File: src/rtl/mafa_pkg.sv
package mafa_pkg;

   localparam int ADC_COUNT_DEFAULT        = 2;
   localparam int FRAME_SLOTS_DEFAULT      = 4;
   localparam int CHANNELS_PER_ADC_DEFAULT = 8;

   localparam int KIND_W   = 3;
   localparam int ADC_W    = 1;
   localparam int POS_W    = 4;
   localparam int WORD_W   = 24;
   localparam int RSLOT_W  = 2;
   localparam int FILLED_W = 3;

   typedef enum logic [KIND_W-1:0] {
      KIND_WORD      = 3'd0,
      KIND_START     = 3'd1,
      KIND_STOP      = 3'd2,
      KIND_NEW_FRAME = 3'd3,
      KIND_READ      = 3'd4
   } kind_type;

endpackage

File: src/rtl/multi_adc_frame_assembler.sv
// Frame assembler for several multi-channel ADCs. Each request beat carries one
// conversion word, a start/stop/new-frame command, or a read of a stored word;
// every request produces exactly one response beat with the frame status after
// that request and, for a valid read, the stored word (else zero). A request is
// taken every cycle; its response is registered and shows in the cycle after
// acceptance, and req_ready drops only while a response waits with rsp_ready
// low. The frame store is a single-port-write, single-read RAM of
// FRAME_SLOTS*ADC_COUNT*(CHANNELS_PER_ADC+2) words; a read of a word never
// written since power-up returns an undefined value.
module multi_adc_frame_assembler
   import mafa_pkg::*;
#(
   parameter int ADC_COUNT        = ADC_COUNT_DEFAULT,
   parameter int FRAME_SLOTS      = FRAME_SLOTS_DEFAULT,
   parameter int CHANNELS_PER_ADC = CHANNELS_PER_ADC_DEFAULT
) (
   input  logic                clock,
   input  logic                reset,
   input  logic                req_valid,
   output logic                req_ready,
   input  logic [KIND_W-1:0]   req_kind,
   input  logic [ADC_W-1:0]    req_adc_index,
   input  logic [POS_W-1:0]    req_word_position,
   input  logic [WORD_W-1:0]   req_word_value,
   input  logic [RSLOT_W-1:0]  req_read_slot,
   output logic                rsp_valid,
   input  logic                rsp_ready,
   output logic                rsp_frame_full,
   output logic                rsp_overrun,
   output logic                rsp_capture_running,
   output logic [FILLED_W-1:0] rsp_filled_slots,
   output logic [WORD_W-1:0]   rsp_read_word
);

   localparam int WORDS   = CHANNELS_PER_ADC + 2;
   localparam int CRC_POS = CHANNELS_PER_ADC + 1;
   localparam int DEPTH   = FRAME_SLOTS * ADC_COUNT * WORDS;
   localparam int ADDR_W  = $clog2(DEPTH);
   localparam int SLOT_W  = $clog2(FRAME_SLOTS + 1);
   localparam int CNT_W   = (SLOT_W > FILLED_W) ? SLOT_W : FILLED_W;

   logic [WORD_W-1:0] store_mem [DEPTH];

   logic                 running_ff, running_in;
   logic                 ready_ff, ready_in;
   logic                 overrun_ff, overrun_in;
   logic                 accepting_ff, accepting_in;
   logic [CNT_W-1:0]     slot_ff, slot_in;
   logic [ADC_COUNT-1:0] received_ff, received_in;
   logic                 rsp_valid_ff;
   logic [WORD_W-1:0]    rd_data_ff;
   logic                 rd_ok_ff, rd_ok_in;

   logic              req_fire;
   logic              adc_ok;
   logic              wr_en;
   logic [ADDR_W-1:0] wr_addr;
   logic [ADDR_W-1:0] rd_addr;

   assign req_ready = !rsp_valid_ff || rsp_ready;
   assign req_fire  = req_valid && req_ready;
   assign adc_ok    = {31'b0, req_adc_index} < 32'(ADC_COUNT);

   assign wr_addr = ADDR_W'((int'(slot_ff) * ADC_COUNT + int'(req_adc_index)) * WORDS
                            + int'(req_word_position));
   assign rd_addr = ADDR_W'((int'(req_read_slot) * ADC_COUNT + int'(req_adc_index)) * WORDS
                            + int'(req_word_position));

   always_comb begin
      running_in   = running_ff;
      ready_in     = ready_ff;
      overrun_in   = overrun_ff;
      accepting_in = accepting_ff;
      slot_in      = slot_ff;
      received_in  = received_ff;
      wr_en        = 1'b0;
      rd_ok_in     = 1'b0;
      case (req_kind)
         KIND_WORD: begin
            if (adc_ok && req_word_position <= POS_W'(CRC_POS)) begin
               // status word decides whether the rest of the conversion is kept
               if (req_word_position == '0) begin
                  accepting_in = running_ff && (slot_ff < CNT_W'(FRAME_SLOTS));
                  if (!running_ff) begin
                     overrun_in = 1'b1;
                  end
               end
               if (accepting_in) begin
                  wr_en = slot_ff < CNT_W'(FRAME_SLOTS);
                  if (req_word_position == POS_W'(CRC_POS)) begin
                     accepting_in = 1'b0;
                     received_in  = received_ff | (ADC_COUNT'(1) << req_adc_index);
                     if (received_in == {ADC_COUNT{1'b1}}) begin
                        received_in = '0;
                        slot_in     = slot_ff + CNT_W'(1);
                     end
                     if (slot_in == CNT_W'(FRAME_SLOTS)) begin
                        ready_in = 1'b1;
                     end
                  end
               end
            end
         end
         KIND_START, KIND_STOP, KIND_NEW_FRAME: begin
            ready_in     = 1'b0;
            overrun_in   = 1'b0;
            slot_in      = '0;
            accepting_in = 1'b0;
            if (req_kind == KIND_START) begin
               running_in = 1'b1;
            end else if (req_kind == KIND_STOP) begin
               running_in = 1'b0;
            end
         end
         KIND_READ: begin
            rd_ok_in = ({30'b0, req_read_slot} < 32'(FRAME_SLOTS)) && adc_ok
                       && ({28'b0, req_word_position} < 32'(WORDS));
         end
         default: begin
         end
      endcase
   end

   always_ff @(posedge clock) begin
      if (reset) begin
         running_ff   <= 1'b0;
         ready_ff     <= 1'b0;
         overrun_ff   <= 1'b0;
         accepting_ff <= 1'b0;
         slot_ff      <= '0;
         received_ff  <= '0;
         rsp_valid_ff <= 1'b0;
         rd_ok_ff     <= 1'b0;
      end else begin
         if (req_fire) begin
            running_ff   <= running_in;
            ready_ff     <= ready_in;
            overrun_ff   <= overrun_in;
            accepting_ff <= accepting_in;
            slot_ff      <= slot_in;
            received_ff  <= received_in;
            rd_ok_ff     <= rd_ok_in;
            rsp_valid_ff <= 1'b1;
         end else if (rsp_ready) begin
            rsp_valid_ff <= 1'b0;
         end
      end
   end

   always_ff @(posedge clock) begin
      if (req_fire && wr_en) begin
         store_mem[wr_addr] <= req_word_value;
      end
   end

   always_ff @(posedge clock) begin
      if (req_fire) begin
         rd_data_ff <= store_mem[rd_addr];
      end
   end

   // status registers change only on an accepted beat, so they hold the result
   assign rsp_valid           = rsp_valid_ff;
   assign rsp_frame_full      = ready_ff;
   assign rsp_overrun         = overrun_ff;
   assign rsp_capture_running = running_ff;
   assign rsp_filled_slots    = slot_ff[FILLED_W-1:0];
   assign rsp_read_word       = rd_ok_ff ? rd_data_ff : '0;

endmodule

File: config.mk
export PLATFORM = sky130hd
export DESIGN_NAME = multi_adc_frame_assembler
export DESIGN_NICKNAME = d
export VERILOG_FILES = /design/src/rtl/mafa_pkg.sv /design/src/rtl/multi_adc_frame_assembler.sv
export SDC_FILE = /design/constraint.sdc
export NUM_CORES = 2
export LEC_CHECK = 0
export BUFFER_PORTS_ARGS = -buffer_cell sky130_fd_sc_hd__buf_2
export CAP_MARGIN = 20
export CELL_PAD_IN_SITES_DETAIL_PLACEMENT = 1
export CELL_PAD_IN_SITES_GLOBAL_PLACEMENT = 2
export CORE_MARGIN = 2
export CORE_UTILIZATION = 30
export DETAILED_ROUTE_END_ITERATION = 16
export PLACE_DENSITY_LB_ADDON = 0.1
export SYNTH_ARGS = -nofsm -noshare
export SYNTH_HDL_FRONTEND = slang
export SYNTH_SLANG_ARGS = --single-unit
File: constraint.sdc
create_clock -name clock -period 4.6 [get_ports clock]
set_input_delay 0.23 -clock clock [delete_from_list [all_inputs] [get_ports clock]]
set_output_delay 0.23 -clock clock [all_outputs]
set_load 0.005 [all_outputs]
Word-level counts from Yosys, hierarchy flattened

Memories as Yosys holds them, arrays and structs flattened. A register that Yosys moved wholly into a read port is not among the register bits.
Cells that the tools add are included.

Flip-flop bits (word level): 11
RAM bits: 1920
Input bits: 38
Output and inout bits: 32
Logic and storage cells: 88
Memories kept: 1

$add $sub $neg: 5
Multipliers: 2
Order comparisons: 3
Eq/ne operators: 13
Shift-type cells: 1
Multiplexer cells: 37
Bitwise gates (word level): 1
Reductions and logical operators: 17

Memory list:

| memory    | depth | bits a word | read ports | clocked after memory_dff | write ports | line                            | RTL |
|---|---|---|---|---|---|---|---|
| store_mem | 80    | 24          | 1          | 1                        | 1           | multi_adc_frame_assembler.sv:42 | `logic [WORD_W-1:0] store_mem [DEPTH];` |

Operators by type and width:

| cell                | number |
|---|---|
| $mux 24             | 1 |
| $mux 3              | 8 |
| $mux 1              | 23 |
| $reduce_and 5->1    | 3 |
| $add 7x4->7         | 2 |
| $ne 2x2->1 const B  | 6 |
| $eq 3x2->1 const B  | 2 |
| $eq 3x3->1 const B  | 2 |
| $mul 4x3->6 const B | 1 |
| $mul 5x3->6 const B | 1 |
| $pmux 1 s2          | 3 |
| $pmux 3 s2          | 1 |
| $reduce_and 3->1    | 2 |
| $reduce_and 6->1    | 1 |
| $reduce_bool 2->1   | 3 |
| $add 4x1->5         | 1 |
| $add 3x1->4         | 1 |
| $eq 4x4->1 const B  | 1 |
| $le 4x4->1 const B  | 1 |
| $logic_not 4->1     | 1 |
| $lt 4x4->1 const B  | 1 |
| $add 3x1->3 const B | 1 |
| $eq 3x1->1 const B  | 1 |
| $logic_and 1x1->1   | 3 |
| 9 further kinds     | 9 |

Longest topological paths before layout

Depth after elaboration: 14
Gate-level depth with buffers: 12

Worst setup path after synthesis

Ideal clock, no wire load.

Path kind: register -> register
From: register slot_ff[0], in the netlist rsp_filled_slots[0]
To: memory store_mem[46][0] (enable)
Library setup time: 0.405 ns
Arrival time: 3.250 ns
Setup slack: 0.945 ns
Stages on the path, launching flop included: 11
Buffers on the path: 0
Period minus slack after synthesis: 3.655 ns
Cells stage by stage: dfxtp_1 -> ha_1 -> ha_1 -> inv_1 -> fa_1 -> nand2b_1 -> a21oi_1 -> xnor2_1 -> nor2b_1 -> nand2_1 -> nor2_1

Cells in the longest elaborated chain, start to end: 11

Ends and longest elaborated chain:

| element                                              | line                             | RTL |
|---|---|---|
| start: declaration                                   | multi_adc_frame_assembler.sv:48  | `logic [CNT_W-1:0] slot_ff, slot_in;` |
| start signal: assignment                             | multi_adc_frame_assembler.sv:140 | `slot_ff <= slot_in;` |
| branches (longest 11 deep; another with $add 7x4->7) | n/a                              |  |
| end: declaration                                     | multi_adc_frame_assembler.sv:42  |  |

Several ways; the timed one is not identified. The select of a mux whose other input is x is not followed.

Worst setup path in the final report

From: input port req_adc_index
To: register rd_data_ff[13], read port of store_mem (data pin)

Cells in the longest elaborated chain, start to end: 3

Ends and longest elaborated chain:

| element            | line                            | RTL |
|---|---|---|
| start: declaration | multi_adc_frame_assembler.sv:22 | `input logic [ADC_W-1:0] req_adc_index,` |
| $add 3x1->4        | multi_adc_frame_assembler.sv:66 | `assign rd_addr = ADDR_W'((int'(req_read_slot) * ADC_COUNT + int'(req_adc_index)) * WORDS` |
| $mul 4x3->6        | multi_adc_frame_assembler.sv:66 |  |
| $add 7x4->7        | multi_adc_frame_assembler.sv:67 | `+ int'(req_word_position));` |
| end: declaration   | multi_adc_frame_assembler.sv:51 | `logic [WORD_W-1:0] rd_data_ff;` |

Every way passes these cells.
A chain may end at the register's enable or synchronous reset.

==> implementation parameters <==
Parameter                              Value

Outcome
  Run status    finished, final reports clean

Worst setup path
  Cells traversed along the worst timing path    dlygate4sd3_1 -> buf_2 -> ha_4 -> inv_1 -> fa_4 -> buf_12 -> mux4_2 -> mux2i_1 -> a21oi_1 -> o32ai_1 -> a31oi_1
  Startpoint Class    input pin
  Kind of critical path    input pin to flop
  Largest fanout of any net on the critical path    63
  Source of the worst register-to-register timing path    rsp_valid
  R2R setup slack    0.86 ns
  Cell at the slowest stage of the critical path    fa_4
  Kind of capture point of the worst setup path    flop
  Reg2Reg Capture Point    store_mem[7][8]
  End of the critical path    rd_data_ff[13]
  Critical Path Start    req_adc_index
  Critical path arrival    5.06 ns
  Worst reg2reg path depth    8
  Crit path required time    5.16 ns
  Largest incremental delay on the critical path    0.97 ns

Timing
  Transition time of the tightest slew-check pin    1.21 ns
  Number of endpoints failing setup at the final stage    0
  Worst relative slew slack    0.188
  Least setup slack across all paths after layout    0.105 ns
  Final number of max-transition violations    0
  Unrepaired setup endpoints after global routing    no
  Fin crit period    4.50 ns
  Final cycle utilization of the critical path    0.977
  Accumulated negative setup slack    0 ns
  Final clock skew    0.0647 ns
  Upper clock frequency limit    222 MHz
  Number of failing hold endpoints at the final stage    0

Cells and area
  Final Net Count    3693
  Post-Layout Inst Area    0.0895 mm²
  Area grow syn2layout    18.7%
  Number of fillers in the final layout    23900
  Fraction of layout instances using a drive strength above 1    0.321
  Sequential Area    0.0586 mm²
  Multi-input logic area    0.0164 mm²

Drt
  Via density per instance    5.06
  DRC violation total after the first TritonRoute iteration    3583
  First drt pass iteration count    5
  Routed Wire Length    246000 µm
  Count of nets left with antenna violations after detail routing    0
  Detailed-route DRC error count    0
  Routed vias    36400
  Per-cell routed wire length    34.3 µm

Synthesis
  Distinct cell type count after synthesis    58
  Synthesized area divided by synthesized cell count    23.1 µm²
  Mapped Nets    3314
  Post-synth ARST share    0
  Top_reg_cell synth    edfxtp_1
  Number of synthesis warnings    0
  Netlist Area Pre-Place    0.0754 mm²
  Count of state elements after synthesis    1955
  Largest cells by area after synthesis    edfxtp_1, mux4_2, nor2_1, nand2_1, mux2i_1
  Sequential share of the synthesized area    0.777
  Number of enable flip-flop cells after synthesis    1944
  Top-count cell post-synth    edfxtp_1
  Area share of the largest cell type after synthesis    0.774
  Library cell with the largest summed area after synthesis    edfxtp_1
  Synthesized instance count    3260
  Most frequent cells after synthesis    edfxtp_1, mux4_2, nor2_1, nand2_1, buf_2

Die
  Placement row count    184
  Die height    505 µm
  Floorplan Core Area    0.251 mm²
  Boundary Pins    70
  Die width    505 µm
  Initial cell density of the core    0.301
  DIE AREA    0.256 mm²

Power
  Power per standard cell area    452 mW/mm²
  Worst-case vdd ir drop    336 µV
  Static leakage power    27.5 nW

CTS
  Clk sinks    1955
  CTS max path bufs    3
  Root buf cell    clkbuf_16
  Insertion delay of the later-clocked pin in the worst-skew pair    0.88 ns
  Setup bufs post-CTS    0
  Clock tree from TritonCTS    done
  Inserted Clock Buffers    217
  Reg clk slew, reported paths    0.06 ns
  H-tree lvl count    4

GRT
  Number of global-route vias before repair    38500
  Grt ovf    0
  Wire length of the first global-routing pass    336000 µm
  Overall Global Routing Usage    0.192
  Antenna violations before repair    44
  Pin count of the biggest net entering global routing    98

Placement
  Half-perimeter wire length after detailed placement    151000 µm
  Area after detailed placement    0.0823 mm²
  Minimum setup slack after placement    -0.196 ns
  Gp weighted congestion    0.812
  Port buffer count    69

Flow run
  Total of max-cap violations    0

Worst hold path
  Worst min-delay path category    input pin to flop
-- worst min path at each step --
stage,start,endpoint,slack [ns],cells after the start
after floorplan,req_word_value[0],store_mem[0][0],0.33,0
after global placement,rsp_frame_full,rsp_frame_full,0.46,1
after detailed placement,rsp_frame_full,rsp_frame_full,0.47,1
after CTS,req_word_value[18],store_mem[2][18],0.008,1
after global routing,req_word_value[22],store_mem[1][22],0.08,1
final,req_word_value[22],store_mem[1][22],0.08,1
-- area by class of cell --
cell class / count / area share
inverter: 9 / 0.000377
clock inverter: 122 / 0.0113
multi-input combinational: 1126 / 0.183
sequential: 1955 / 0.655
antenna: 26 / 0.000727
timing repair buffer: 330 / 0.0394
clock buffer: 275 / 0.0636
tap: 3348 / 0.0468
-- per-stage QoR --
step | total power (W) | hold slack (ns) | utilization | std cells
after global placement | 0.0244 | 0.461 | 0.328 | 6731
after global routing | 0.0417 | 0.0833 | 0.357 | 7179
after detailed placement | 0.0244 | 0.469 | 0.328 | 6731
after floorplan | 0.0221 | 0.329 | - | 3260
final | 0.0404 | 0.0762 | 0.357 | 7191
after CTS | 0.0410 | 0.00849 | 0.356 | 7157
-- power breakdown --
part | leakage [nW] | internal, W | switching, W
Clock | 3.25 | 0.00929 | 0.00719
Combinational | 6.72 | 0.00150 | 0.00269
Sequential | 17.6 | 0.0197 | 0.000101
-- flip-flops by register name, summed over array words and instances (netlist names) --
| name | flops |
|---|---|
| rsp_valid | 1 |
| rsp_capture_running | 1 |
| rsp_overrun | 1 |
| received_ff | 2 |
| rsp_filled_slots | 3 |
| rsp_frame_full | 1 |
| rd_data_ff | 24 |
| store_mem | 1920 |
| rd_ok_ff | 1 |
| accepting_ff | 1 |
-- cells by family after synthesis --
group | share of synthesized area
DFF | 0.777
and+or+nand+nor | 0.0199
AOI/OAI and AO/OA | 0.0136
xor gates and xnor gates | 0.00172
adders and majority gates | 0.00295
buffers and inverters | 0.0127
muxes | 0.172
-- per-layer routing --
metal | track usage | vias to the layer above | share of wire
li1 | - | 14700 | -
met1 | 0.256 | 20300 | 0.42
met2 | 0.318 | 1064 | 0.49
met3 | 0.0429 | 298 | 0.063
met4 | 0.0506 | 8 | 0.024
met5 | 0 | - | 0.00018
-- cells in the final DEF, fill, tap and decap left out, drive strengths merged, types with 5 or more instances in the layout --
master       instances
a2111oi              6
a21oi               40
a31oi               35
and2                29
buf                297
bufinv              10
clkbuf             275
clkinv             107
dfxtp               11
diode               26
dlygate4sd3         33
edfxtp            1944
ha                  13
inv                 11
mux2                 5
mux2i               43
mux4               555
nand2              116
nand3                7
nand4               20
nor2               138
nor2b               10
nor3                 8
o211ai              17
o21ai                6
o22ai                8
o32ai               18
xnor2                8
xor2                 6
-- what timing repair did --
item / 4_1_cts / 5_1_grt
hold buffers: 29 / 4
endpoints found under the hold margin: 520 / 76
resized for setup: 0 / 0
setup endpoints to repair: 0 / 0
-- worst max-delay path, delay by kind of cell --
| kind | cells | cell delay [ns] |
|---|---|---|
| AOI/OAI and AO/OA | 3 | 1.40 |
| adders and majority gates | 2 | 1.15 |
| buffers and inverters | 4 | 1.23 |
| muxes | 2 | 0.95 |
(Power assumes the default switching activity.)
